`config.mk`:
```
export PLATFORM = sky130hd
export DESIGN_NAME = line_follower_mode_sequencer_flat
export DESIGN_NICKNAME = d
export VERILOG_FILES = /design/src/rtl/lfms_pkg.sv /design/src/rtl/lfms_if.sv /design/src/rtl/line_follower_mode_sequencer.sv /design/src/flat_wrapper.sv
export VERILOG_INCLUDE_DIRS = /design/src /design/src/rtl
export SDC_FILE = /design/constraint.sdc
export NUM_CORES = 1
export LEC_CHECK = 0
export BUFFER_PORTS_ARGS = -buffer_cell sky130_fd_sc_hd__buf_2
export CAP_MARGIN = 5
export CORE_AREA = 3 3 192 194
export DETAILED_ROUTE_END_ITERATION = 10
export DIE_AREA = 0 0 195 197
export GPL_TIMING_DRIVEN = 0
export PLACE_DENSITY = 0.74
export SLEW_MARGIN = 30
export SYNTH_ARGS = -nofsm -noshare
export SYNTH_HDL_FRONTEND = slang
export SYNTH_SLANG_ARGS = --single-unit
export TNS_END_PERCENT = 10
```
`constraint.sdc`:
```
create_clock -name clk -period 6.3 [get_ports clk]
set_input_delay 0.63 -clock clk [delete_from_list [all_inputs] [get_ports clk]]
set_output_delay 0.63 -clock clk [all_outputs]
set_load 0.1 [all_outputs]
```
`src/rtl/line_follower_mode_sequencer_defines.svh`:
```
// Assertion macros for the line follower mode sequencer.
`ifndef LINE_FOLLOWER_MODE_SEQUENCER_DEFINES_SVH
`define LINE_FOLLOWER_MODE_SEQUENCER_DEFINES_SVH
`ifndef ASSERT_OFF
`define LFMS_ASSERT(label, clk, rst_n, prop, msg) \
  label: assert property (@(posedge clk) disable iff (!rst_n) (prop)) else $error(msg);
`define LFMS_ASSERT_NEXT(label, clk, rst_n, pre, post, msg) \
  label: assert property (@(posedge clk) disable iff (!rst_n) (pre) |=> (post)) else $error(msg);
`else
`define LFMS_ASSERT(label, clk, rst_n, prop, msg)
`define LFMS_ASSERT_NEXT(label, clk, rst_n, pre, post, msg)
`endif
`endif

```
`src/rtl/lfms_pkg.sv`:
```
package lfms_pkg;

  localparam int TIME_BITS_DEF  = 32;
  localparam int ERROR_BITS_DEF = 11;

  localparam int CFG_INDEX_W = 3;
  localparam int CFG_DATA_W  = 16;
  localparam int SPEED_W     = 8;
  localparam int THRESH_W    = 10;
  localparam int SPIN_W      = 9;

  localparam logic [CFG_INDEX_W-1:0] CFG_SEARCH_SPEED     = 3'd0;
  localparam logic [CFG_INDEX_W-1:0] CFG_PIVOT_SPEED      = 3'd1;
  localparam logic [CFG_INDEX_W-1:0] CFG_CORNER_THRESHOLD = 3'd2;
  localparam logic [CFG_INDEX_W-1:0] CFG_SIDE_THRESHOLD   = 3'd3;

  localparam logic [SPEED_W-1:0]  SEARCH_SPEED_RST     = 8'd125;
  localparam logic [SPEED_W-1:0]  PIVOT_SPEED_RST      = 8'd125;
  localparam logic [THRESH_W-1:0] CORNER_THRESHOLD_RST = 10'd588;
  localparam logic [THRESH_W-1:0] SIDE_THRESHOLD_RST   = 10'd179;

  localparam logic [2:0] MODE_FOLLOW = 3'd0;
  localparam logic [2:0] MODE_LOST   = 3'd1;
  localparam logic [2:0] MODE_TURN   = 3'd2;
  localparam logic [2:0] MODE_CROSS  = 3'd3;
  localparam logic [2:0] MODE_END    = 3'd4;
  localparam logic [2:0] MODE_GAP    = 3'd5;

  localparam logic [1:0] SIDE_CENTER = 2'd0;
  localparam logic [1:0] SIDE_LEFT   = 2'd1;
  localparam logic [1:0] SIDE_RIGHT  = 2'd2;

  localparam logic [1:0] ACT_STEER = 2'd0;
  localparam logic [1:0] ACT_SPIN  = 2'd1;
  localparam logic [1:0] ACT_STOP  = 2'd2;

  localparam int TURN_MIN_MS    = 300;
  localparam int TURN_MAX_MS    = 600;
  localparam int HOLDOFF_MS     = 150;
  localparam int END_CONFIRM_MS = 190;
  localparam int GAP_CENTER_MS  = 180;
  localparam int GAP_SIDE_MS    = 120;
  localparam int RECENT_MS      = 400;

endpackage

```
`src/rtl/lfms_if.sv`:
```
interface lfms_in_if #(
  parameter int TIME_BITS  = lfms_pkg::TIME_BITS_DEF,
  parameter int ERROR_BITS = lfms_pkg::ERROR_BITS_DEF
);
  logic                         valid;
  logic                         ready;
  logic [TIME_BITS-1:0]         now_ms;
  logic signed [ERROR_BITS-1:0] position_error;
  logic                         line_lost;
  logic                         junction;

  modport source(output valid, now_ms, position_error, line_lost, junction, input ready);
  modport sink(input valid, now_ms, position_error, line_lost, junction, output ready);
endinterface

interface lfms_out_if #(
  parameter int ERROR_BITS = lfms_pkg::ERROR_BITS_DEF
);
  logic                                 valid;
  logic                                 ready;
  logic [2:0]                           mode_code;
  logic [1:0]                           drive_action;
  logic signed [lfms_pkg::SPIN_W-1:0]   spin_speed;
  logic signed [ERROR_BITS-1:0]         steer_error;
  logic                                 led_on;

  modport source(output valid, mode_code, drive_action, spin_speed, steer_error, led_on,
                 input ready);
  modport sink(input valid, mode_code, drive_action, spin_speed, steer_error, led_on,
               output ready);
endinterface

interface lfms_cfg_if;
  logic                             valid;
  logic                             ready;
  logic [lfms_pkg::CFG_INDEX_W-1:0] index;
  logic [lfms_pkg::CFG_DATA_W-1:0]  data;

  modport source(output valid, index, data, input ready);
  modport sink(input valid, index, data, output ready);
endinterface

```
`src/rtl/line_follower_mode_sequencer.sv`:
```
// Line follower mode sequencer. Each input transaction is one control tick carrying the
// millisecond time, the signed line position error and the line-lost and junction flags;
// each produces exactly one result transaction with the mode, the drive command, the spin
// speed, the steering error and the end-point lamp. The block takes one transaction per
// clock cycle while results are taken. A tick is held in the input register until the result
// register is free or its result is taken; its result is then offered from the result register.
// When a result waits, a full input register holds and the input is blocked. The mode state
// advances once per tick. Configuration writes are always accepted and must only be issued
// while no tick is in flight. Time differences wrap modulo two to the power of TIME_BITS.
`include "line_follower_mode_sequencer_defines.svh"

module line_follower_mode_sequencer #(
  parameter int TIME_BITS  = lfms_pkg::TIME_BITS_DEF,
  parameter int ERROR_BITS = lfms_pkg::ERROR_BITS_DEF
) (
  input logic clk,
  input logic rst_n,
  lfms_in_if.sink   in_ch,
  lfms_out_if.source out_ch,
  lfms_cfg_if.sink  cfg_ch
);
  import lfms_pkg::*;

  localparam int SW = ((ERROR_BITS > THRESH_W) ? ERROR_BITS : THRESH_W) + 2;

  logic                         s1_vld_r;
  logic [TIME_BITS-1:0]         s1_now_r;
  logic signed [ERROR_BITS-1:0] s1_err_r;
  logic                         s1_lost_r;
  logic                         s1_junc_r;
  logic                         s1_adv;

  logic                         out_vld_r;
  logic [2:0]                   out_mode_r;
  logic [1:0]                   out_act_r;
  logic signed [SPIN_W-1:0]     out_spin_r;
  logic signed [ERROR_BITS-1:0] out_steer_r;
  logic                         out_led_r;

  logic [SPEED_W-1:0]  search_speed_r;
  logic [SPEED_W-1:0]  pivot_speed_r;
  logic [THRESH_W-1:0] corner_thr_r;
  logic [THRESH_W-1:0] side_thr_r;

  logic [2:0]           mode_r, mode_nxt;
  logic [2:0]           prior_r, prior_nxt;
  logic [1:0]           side_r, side_nxt;
  logic [TIME_BITS-1:0] holdoff_r, holdoff_nxt;
  logic [TIME_BITS-1:0] turn_r, turn_nxt;
  logic [TIME_BITS-1:0] endpt_r, endpt_nxt;
  logic [TIME_BITS-1:0] lost_r, lost_nxt;

  logic signed [SW-1:0]  err_ext;
  logic signed [SW-1:0]  side_thr_ext;
  logic [SW-1:0]         err_mag;
  logic [SW-1:0]         corner_thr_ext;
  logic [TIME_BITS-1:0]  el_turn, el_hold, el_end, el_lost;
  logic [TIME_BITS-1:0]  gap_limit;
  logic [1:0]            side_upd;

  logic [1:0]               act_nxt;
  logic signed [SPIN_W-1:0] spin_nxt;
  logic signed [ERROR_BITS-1:0] steer_nxt;
  logic                     led_nxt;

  assign s1_adv       = s1_vld_r && (!out_vld_r || out_ch.ready);
  assign in_ch.ready  = !s1_vld_r || s1_adv;
  assign cfg_ch.ready = 1'b1;

  assign err_ext        = SW'(s1_err_r);
  assign side_thr_ext   = $signed({{(SW-THRESH_W){1'b0}}, side_thr_r});
  assign corner_thr_ext = {{(SW-THRESH_W){1'b0}}, corner_thr_r};
  assign err_mag        = (err_ext < 0) ? $unsigned(-err_ext) : $unsigned(err_ext);

  assign el_turn = s1_now_r - turn_r;
  assign el_hold = s1_now_r - holdoff_r;
  assign el_end  = s1_now_r - endpt_r;
  assign el_lost = s1_now_r - lost_r;

  always_comb begin
    side_upd = side_r;
    if (!s1_lost_r) begin
      if (err_ext < -side_thr_ext) begin
        side_upd = SIDE_LEFT;
      end else if (err_ext > side_thr_ext) begin
        side_upd = SIDE_RIGHT;
      end else begin
        side_upd = SIDE_CENTER;
      end
    end
  end

  assign gap_limit = (side_upd == SIDE_CENTER) ? TIME_BITS'(GAP_CENTER_MS)
                                               : TIME_BITS'(GAP_SIDE_MS);

  always_comb begin
    mode_nxt    = mode_r;
    prior_nxt   = prior_r;
    side_nxt    = side_upd;
    holdoff_nxt = holdoff_r;
    turn_nxt    = turn_r;
    endpt_nxt   = endpt_r;
    lost_nxt    = lost_r;
    if (mode_r == MODE_TURN) begin
      if (el_turn >= TIME_BITS'(TURN_MIN_MS)) begin
        if (s1_lost_r) begin
          if (el_turn > TIME_BITS'(TURN_MAX_MS)) begin
            mode_nxt = MODE_LOST;
          end
        end else begin
          mode_nxt    = MODE_FOLLOW;
          holdoff_nxt = s1_now_r;
        end
      end
    end else begin
      if (s1_junc_r) begin
        if (el_hold > TIME_BITS'(HOLDOFF_MS)) begin
          if (err_mag > corner_thr_ext) begin
            mode_nxt = MODE_TURN;
            turn_nxt = s1_now_r;
          end else if (mode_r != MODE_CROSS && mode_r != MODE_END) begin
            endpt_nxt = s1_now_r;
            mode_nxt  = MODE_CROSS;
            side_nxt  = SIDE_CENTER;
          end else if (mode_r == MODE_CROSS && el_end > TIME_BITS'(END_CONFIRM_MS)) begin
            mode_nxt = MODE_END;
          end
        end
      end else if (s1_lost_r) begin
        if (mode_r != MODE_GAP && mode_r != MODE_LOST) begin
          mode_nxt = MODE_GAP;
          lost_nxt = s1_now_r;
        end else if (mode_r == MODE_GAP && el_lost > gap_limit) begin
          if (el_hold < TIME_BITS'(RECENT_MS) && side_upd != SIDE_CENTER) begin
            mode_nxt    = MODE_TURN;
            turn_nxt    = s1_now_r;
            holdoff_nxt = '0;
          end else begin
            mode_nxt = MODE_LOST;
          end
        end
      end else if (mode_r != MODE_CROSS && mode_r != MODE_END) begin
        mode_nxt = MODE_FOLLOW;
      end
      if (prior_r == MODE_CROSS && mode_nxt != MODE_CROSS && mode_nxt != MODE_END) begin
        holdoff_nxt = s1_now_r;
      end
      prior_nxt = mode_nxt;
    end
  end

  always_comb begin
    act_nxt   = ACT_STEER;
    spin_nxt  = '0;
    steer_nxt = '0;
    led_nxt   = 1'b0;
    case (mode_nxt)
      MODE_FOLLOW: begin
        steer_nxt = s1_err_r;
      end
      MODE_LOST: begin
        act_nxt  = ACT_SPIN;
        spin_nxt = (side_nxt == SIDE_LEFT) ? -$signed({1'b0, search_speed_r})
                                           : $signed({1'b0, search_speed_r});
      end
      MODE_TURN: begin
        if (side_nxt == SIDE_LEFT) begin
          act_nxt  = ACT_SPIN;
          spin_nxt = -$signed({1'b0, pivot_speed_r});
        end else if (side_nxt == SIDE_RIGHT) begin
          act_nxt  = ACT_SPIN;
          spin_nxt = $signed({1'b0, pivot_speed_r});
        end
      end
      MODE_END: begin
        act_nxt = ACT_STOP;
        led_nxt = 1'b1;
      end
      MODE_CROSS, MODE_GAP: begin
        act_nxt = ACT_STEER;
      end
      default: begin
        act_nxt = ACT_STOP;
      end
    endcase
  end

  always_ff @(posedge clk) begin
    if (!rst_n) begin
      search_speed_r <= SEARCH_SPEED_RST;
      pivot_speed_r  <= PIVOT_SPEED_RST;
      corner_thr_r   <= CORNER_THRESHOLD_RST;
      side_thr_r     <= SIDE_THRESHOLD_RST;
    end else if (cfg_ch.valid) begin
      case (cfg_ch.index)
        CFG_SEARCH_SPEED:     search_speed_r <= cfg_ch.data[SPEED_W-1:0];
        CFG_PIVOT_SPEED:      pivot_speed_r  <= cfg_ch.data[SPEED_W-1:0];
        CFG_CORNER_THRESHOLD: corner_thr_r   <= cfg_ch.data[THRESH_W-1:0];
        CFG_SIDE_THRESHOLD:   side_thr_r     <= cfg_ch.data[THRESH_W-1:0];
        default: begin
        end
      endcase
    end
  end

  always_ff @(posedge clk) begin
    if (!rst_n) begin
      s1_vld_r <= 1'b0;
    end else if (in_ch.ready) begin
      s1_vld_r <= in_ch.valid;
    end
  end

  always_ff @(posedge clk) begin
    if (in_ch.valid && in_ch.ready) begin
      s1_now_r  <= in_ch.now_ms;
      s1_err_r  <= in_ch.position_error;
      s1_lost_r <= in_ch.line_lost;
      s1_junc_r <= in_ch.junction;
    end
  end

  always_ff @(posedge clk) begin
    if (!rst_n) begin
      mode_r    <= MODE_FOLLOW;
      prior_r   <= MODE_FOLLOW;
      side_r    <= SIDE_CENTER;
      holdoff_r <= '0;
      turn_r    <= '0;
      endpt_r   <= '0;
      lost_r    <= '0;
      out_vld_r <= 1'b0;
    end else begin
      if (s1_adv) begin
        mode_r    <= mode_nxt;
        prior_r   <= prior_nxt;
        side_r    <= side_nxt;
        holdoff_r <= holdoff_nxt;
        turn_r    <= turn_nxt;
        endpt_r   <= endpt_nxt;
        lost_r    <= lost_nxt;
        out_vld_r <= 1'b1;
      end else if (out_ch.ready) begin
        out_vld_r <= 1'b0;
      end
    end
  end

  always_ff @(posedge clk) begin
    if (s1_adv) begin
      out_mode_r  <= mode_nxt;
      out_act_r   <= act_nxt;
      out_spin_r  <= spin_nxt;
      out_steer_r <= steer_nxt;
      out_led_r   <= led_nxt;
    end
  end

  assign out_ch.valid        = out_vld_r;
  assign out_ch.mode_code    = out_mode_r;
  assign out_ch.drive_action = out_act_r;
  assign out_ch.spin_speed   = out_spin_r;
  assign out_ch.steer_error  = out_steer_r;
  assign out_ch.led_on       = out_led_r;

  `LFMS_ASSERT(a_full_stall, clk, rst_n, (s1_vld_r && out_vld_r && !out_ch.ready) |-> !in_ch.ready, "Input accepted while both stages are stalled.")
  `LFMS_ASSERT_NEXT(a_accept_loads, clk, rst_n, in_ch.valid && in_ch.ready, s1_vld_r, "Accepted transaction did not enter the input register.")
  `LFMS_ASSERT(a_spin_only, clk, rst_n, (out_vld_r && out_act_r != ACT_SPIN) |-> (out_spin_r == 0), "Nonzero spin speed without a spin command.")
  `LFMS_ASSERT(a_lamp_stop, clk, rst_n, (out_vld_r && out_led_r) |-> (out_act_r == ACT_STOP && out_mode_r == MODE_END), "End-point lamp outside end point mode.")

endmodule
```
`src/flat_wrapper.sv`:
```
// flat-port wrapper written by rule: the top's interface ports become plain ports
module line_follower_mode_sequencer_flat import lfms_pkg::*;
#(
  parameter int TIME_BITS  = lfms_pkg::TIME_BITS_DEF,
  parameter int ERROR_BITS = lfms_pkg::ERROR_BITS_DEF
)
  (clk, rst_n, in_ch_valid, in_ch_now_ms, in_ch_position_error, in_ch_line_lost, in_ch_junction, in_ch_ready, out_ch_valid, out_ch_mode_code, out_ch_drive_action, out_ch_spin_speed, out_ch_steer_error, out_ch_led_on, out_ch_ready, cfg_ch_valid, cfg_ch_index, cfg_ch_data, cfg_ch_ready);
  lfms_in_if #(.TIME_BITS(TIME_BITS), .ERROR_BITS(ERROR_BITS)) in_ch_i ();
  lfms_out_if #(.ERROR_BITS(ERROR_BITS)) out_ch_i ();
  lfms_cfg_if cfg_ch_i ();
  input logic clk;
  input logic rst_n;
  input wire logic [$bits(in_ch_i.valid)-1:0] in_ch_valid;
  input wire logic [$bits(in_ch_i.now_ms)-1:0] in_ch_now_ms;
  input wire logic [$bits(in_ch_i.position_error)-1:0] in_ch_position_error;
  input wire logic [$bits(in_ch_i.line_lost)-1:0] in_ch_line_lost;
  input wire logic [$bits(in_ch_i.junction)-1:0] in_ch_junction;
  output wire logic [$bits(in_ch_i.ready)-1:0] in_ch_ready;
  output wire logic [$bits(out_ch_i.valid)-1:0] out_ch_valid;
  output wire logic [$bits(out_ch_i.mode_code)-1:0] out_ch_mode_code;
  output wire logic [$bits(out_ch_i.drive_action)-1:0] out_ch_drive_action;
  output wire logic [$bits(out_ch_i.spin_speed)-1:0] out_ch_spin_speed;
  output wire logic [$bits(out_ch_i.steer_error)-1:0] out_ch_steer_error;
  output wire logic [$bits(out_ch_i.led_on)-1:0] out_ch_led_on;
  input wire logic [$bits(out_ch_i.ready)-1:0] out_ch_ready;
  input wire logic [$bits(cfg_ch_i.valid)-1:0] cfg_ch_valid;
  input wire logic [$bits(cfg_ch_i.index)-1:0] cfg_ch_index;
  input wire logic [$bits(cfg_ch_i.data)-1:0] cfg_ch_data;
  output wire logic [$bits(cfg_ch_i.ready)-1:0] cfg_ch_ready;
  assign in_ch_i.valid = in_ch_valid;
  assign in_ch_i.now_ms = in_ch_now_ms;
  assign in_ch_i.position_error = in_ch_position_error;
  assign in_ch_i.line_lost = in_ch_line_lost;
  assign in_ch_i.junction = in_ch_junction;
  assign in_ch_ready = in_ch_i.ready;
  assign out_ch_valid = out_ch_i.valid;
  assign out_ch_mode_code = out_ch_i.mode_code;
  assign out_ch_drive_action = out_ch_i.drive_action;
  assign out_ch_spin_speed = out_ch_i.spin_speed;
  assign out_ch_steer_error = out_ch_i.steer_error;
  assign out_ch_led_on = out_ch_i.led_on;
  assign out_ch_i.ready = out_ch_ready;
  assign cfg_ch_i.valid = cfg_ch_valid;
  assign cfg_ch_i.index = cfg_ch_index;
  assign cfg_ch_i.data = cfg_ch_data;
  assign cfg_ch_ready = cfg_ch_i.ready;
  line_follower_mode_sequencer #(.TIME_BITS(TIME_BITS), .ERROR_BITS(ERROR_BITS)) u_core (.clk(clk), .rst_n(rst_n), .in_ch(in_ch_i), .out_ch(out_ch_i), .cfg_ch(cfg_ch_i));
endmodule
```
==> metrics <==
post-route design area=0.0224 mm^2; data arrival time of the worst path=6.52 ns; category of the worst setup path launch point=flop; critical setup path kind=reg2reg; cell count after synthesis=2,504; via count of the first global-routing pass=18.5k; Sink Count=245; area of the die=0.0384 mm^2; wirelength, routed=62,200 um; final max-slew violation count=0; cell type with the largest total area after synthesis=dfxtp_1; Fin. Hold Viols=0; reported max-cap violation count=0; initial antenna violation count=0; antenna violation net count after detailed routing=0; largest net degree at the start of global routing=46; overall fraction of global-route tracks in use=0.312; total of buffers placed on input and output ports=89; summed instance area of the synthesized netlist=0.0201 mm^2; setup slack of the worst register-to-register path=0.22 ns; die width=195 um; clk root buf=clkbuf_16; Clock Pin Slew Worst Setup and Hold Paths=0.06 ns; Site Rows=69; pwr dens=222 mW/mm^2; DRC Markers=0; TritonCTS clock tree=yes; Max-slew headroom=0.344; wire length of the first global-routing pass=98,200 um; time the final worst path needs with I/O delays and setup=6.08 ns; Synth Net Count=2,741; worst slew pin tran=0.984 ns; count of antenna diodes in the layout=0; leading cell type in the layout, fill and taps excluded=nand2_1; Clock Tree Buf Depth=3; count of routing violations after the opening detailed-route iteration=1,788; result of the run=finished clean; final setup violation count=0; cell types with the largest area share after synthesis=dfxtp_1, edfxtp_1, ha_1; Initial Util=0.567; total power of the final layout=4980 uW; iteration count of the initial detailed-routing pass=6; register area share after synthesis=0.280; Via-to-Cell Ratio=6.22; share of cells above drive strength 1=0.0968; Final Cycle Share=0.965; largest fanout on the critical path=10; cell area reported after detailed placement=0.0211 mm^2; area delta synth->final=11.6%; highest-count cells in the layout ignoring fill and taps=nand2_1, inv_1, dfxtp_1; type of the worst min-delay path=in2reg; Ys Warns=0; Via Count=19.4k; placer congestion estimate=0.965; Core Area=0.0354 mm^2; Post-synth ARST share=0; die height=197 um; num ports=98; post-DP HPWL=46,600 um; standby leakage power=0.00841 uW; final routed wire length divided by cell count=20.0 um; Req. time, crit path=6.74 ns; most used flip-flop cell after synthesis=dfxtp_1; Fmax achieved=0.165 GHz; EDFF count, synth=71; Yosys top cell area share=0.174; Worst Clk Skew=0.0241 ns; number of buffers added by the clock tree synthesis step=28; highest ir drop seen on vdd=199 uV; count of distinct cell types in the synthesized netlist=99; NumNets Final=2,871; final critical-path setup slack=0.223 ns; H-tree depth=1; setup slack after placement=-0.728 ns; utilization of the core after routing=0.633; count of state elements after synthesis=245; grt ovf=0; Clock Latency Late Sink=0.57 ns; mean post-synth cell area=8.01 um^2; Worst setup EP type=flop
## metrics by stage
step,cells,hold WS [ns],setup TNS (ns)
after detailed placement,3054,0.456,-27.26
after global placement,3054,0.450,-25.00
final,3117,0.236,0
after global routing,3117,0.221,-0.0436
after floorplan,2504,0.438,0
after CTS,3112,0.215,-0.00765
## synth_stat cells, types with 61 or more instances
master / number
edfxtp_1: 71
a21boi_0: 61
inv_1: 226
dfxtp_1: 174
o21ai_0: 121
a21oi_1: 153
ha_1: 164
nand2_1: 320
mux2i_1: 77
clkbuf_1: 104
nand3_1: 61
nor2_1: 99
nor2b_1: 83
nor3_1: 75
## what timing repair did
| item | 4_1_cts | 5_1_grt |
|---|---|---|
| buffers inserted | 6 | 5 |
| hold buffers | 0 | 0 |
| setup endpoints to repair | 60 | 84 |
| hold endpoints to repair | 0 | 0 |
| pin swaps | 7 | 8 |
| gates resized for setup | 14 | 29 |
## where the power goes
part           switching (uW)  internal [uW]
Clock                     713           1180
Combinational             823            471
Sequential               94.5           1700
Total                    1630           3350
## worst paths after layout
check,start,endpoint,depth (start not counted)
hold reg to reg,u_core.lost_r[26],u_core.lost_r[26],2
setup reg to reg,u_core.s1_now_r[0],u_core.turn_r[13],19
hold / removal,in_ch_position_error[6],u_core.s1_err_r[6],1
setup / recovery,u_core.s1_now_r[0],u_core.turn_r[13],19
## area by class of cell
type | count | area (um^2)
Fill cell | 3171 | 13000
Timing Repair Buffer | 100 | 532
Clock buffer | 34 | 754
Inverter | 227 | 853
Multi-Input combinational cell | 1909 | 13200
Clock inverter | 18 | 302
Sequential cell | 245 | 5620
Buffer | 123 | 534
Tap cell | 461 | 577
## flip-flops by register name, summed over array words and instances (netlist names)
register / flops
u_core.corner_thr_r: 10
u_core.endpt_r: 32
u_core.holdoff_r: 32
u_core.lost_r: 32
u_core.mode_r: 3
u_core.out_ch.drive_action: 2
u_core.out_ch.led_on: 1
u_core.out_ch.mode_code: 3
u_core.out_ch.spin_speed: 9
u_core.out_ch.steer_error: 11
u_core.out_ch.valid: 1
u_core.pivot_speed_r: 8
u_core.prior_r: 3
u_core.s1_err_r: 11
u_core.s1_junc_r: 1
u_core.s1_lost_r: 1
u_core.s1_now_r: 32
u_core.s1_vld_r: 1
u_core.search_speed_r: 8
u_core.side_r: 2
u_core.side_thr_r: 10
u_core.turn_r: 32
## routing by layer
metal / vias up / wire, um / track usage / share of wire
met1: 9210 / 27200 / 0.424 / 0.44
met3: 154 / 4430 / 0.0465 / 0.071
met4: 0 / 2950 / 0.133 / 0.047
met5: - / 0 / 0 / 0
li1: 9305 / - / - / -
met2: 720 / 27700 / 0.499 / 0.44
## critical path: stages (launching register included)
cell	delay, ns
edfxtp_1	0.53
inv_2	0.24
ha_1	0.21
inv_1	0.06
fa_1	0.41
a21o_1	0.23
a221oi_1	0.42
a2bb2oi_2	0.31
a22oi_1	0.22
xor2_1	0.21
or4_4	0.51
nor4_2	0.45
and2_2	0.30
nand2_1	0.10
a2111oi_4	0.55
a21oi_1	0.13
nor2_2	0.42
buf_4	0.32
mux2i_1	0.26
nor2b_1	0.07
## cells by family (layout without fill, tap and decap cells)
| group | after synthesis | in the layout | synth area share |
|---|---|---|---|
| AOI/OAI and AO/OA | 700 | 700 | 0.248 |
| xor gates and xnor gates | 79 | 79 | 0.0345 |
| adders and majority gates | 168 | 168 | 0.106 |
| buffers and inverters | 350 | 502 | 0.0683 |
| DFF | 245 | 245 | 0.280 |
| muxes | 81 | 81 | 0.0407 |
| other | 1 | 1 | 0.000187 |
| and+or+nand+nor | 880 | 880 | 0.222 |
No activity file was read; power rests on OpenSTA's default activity.
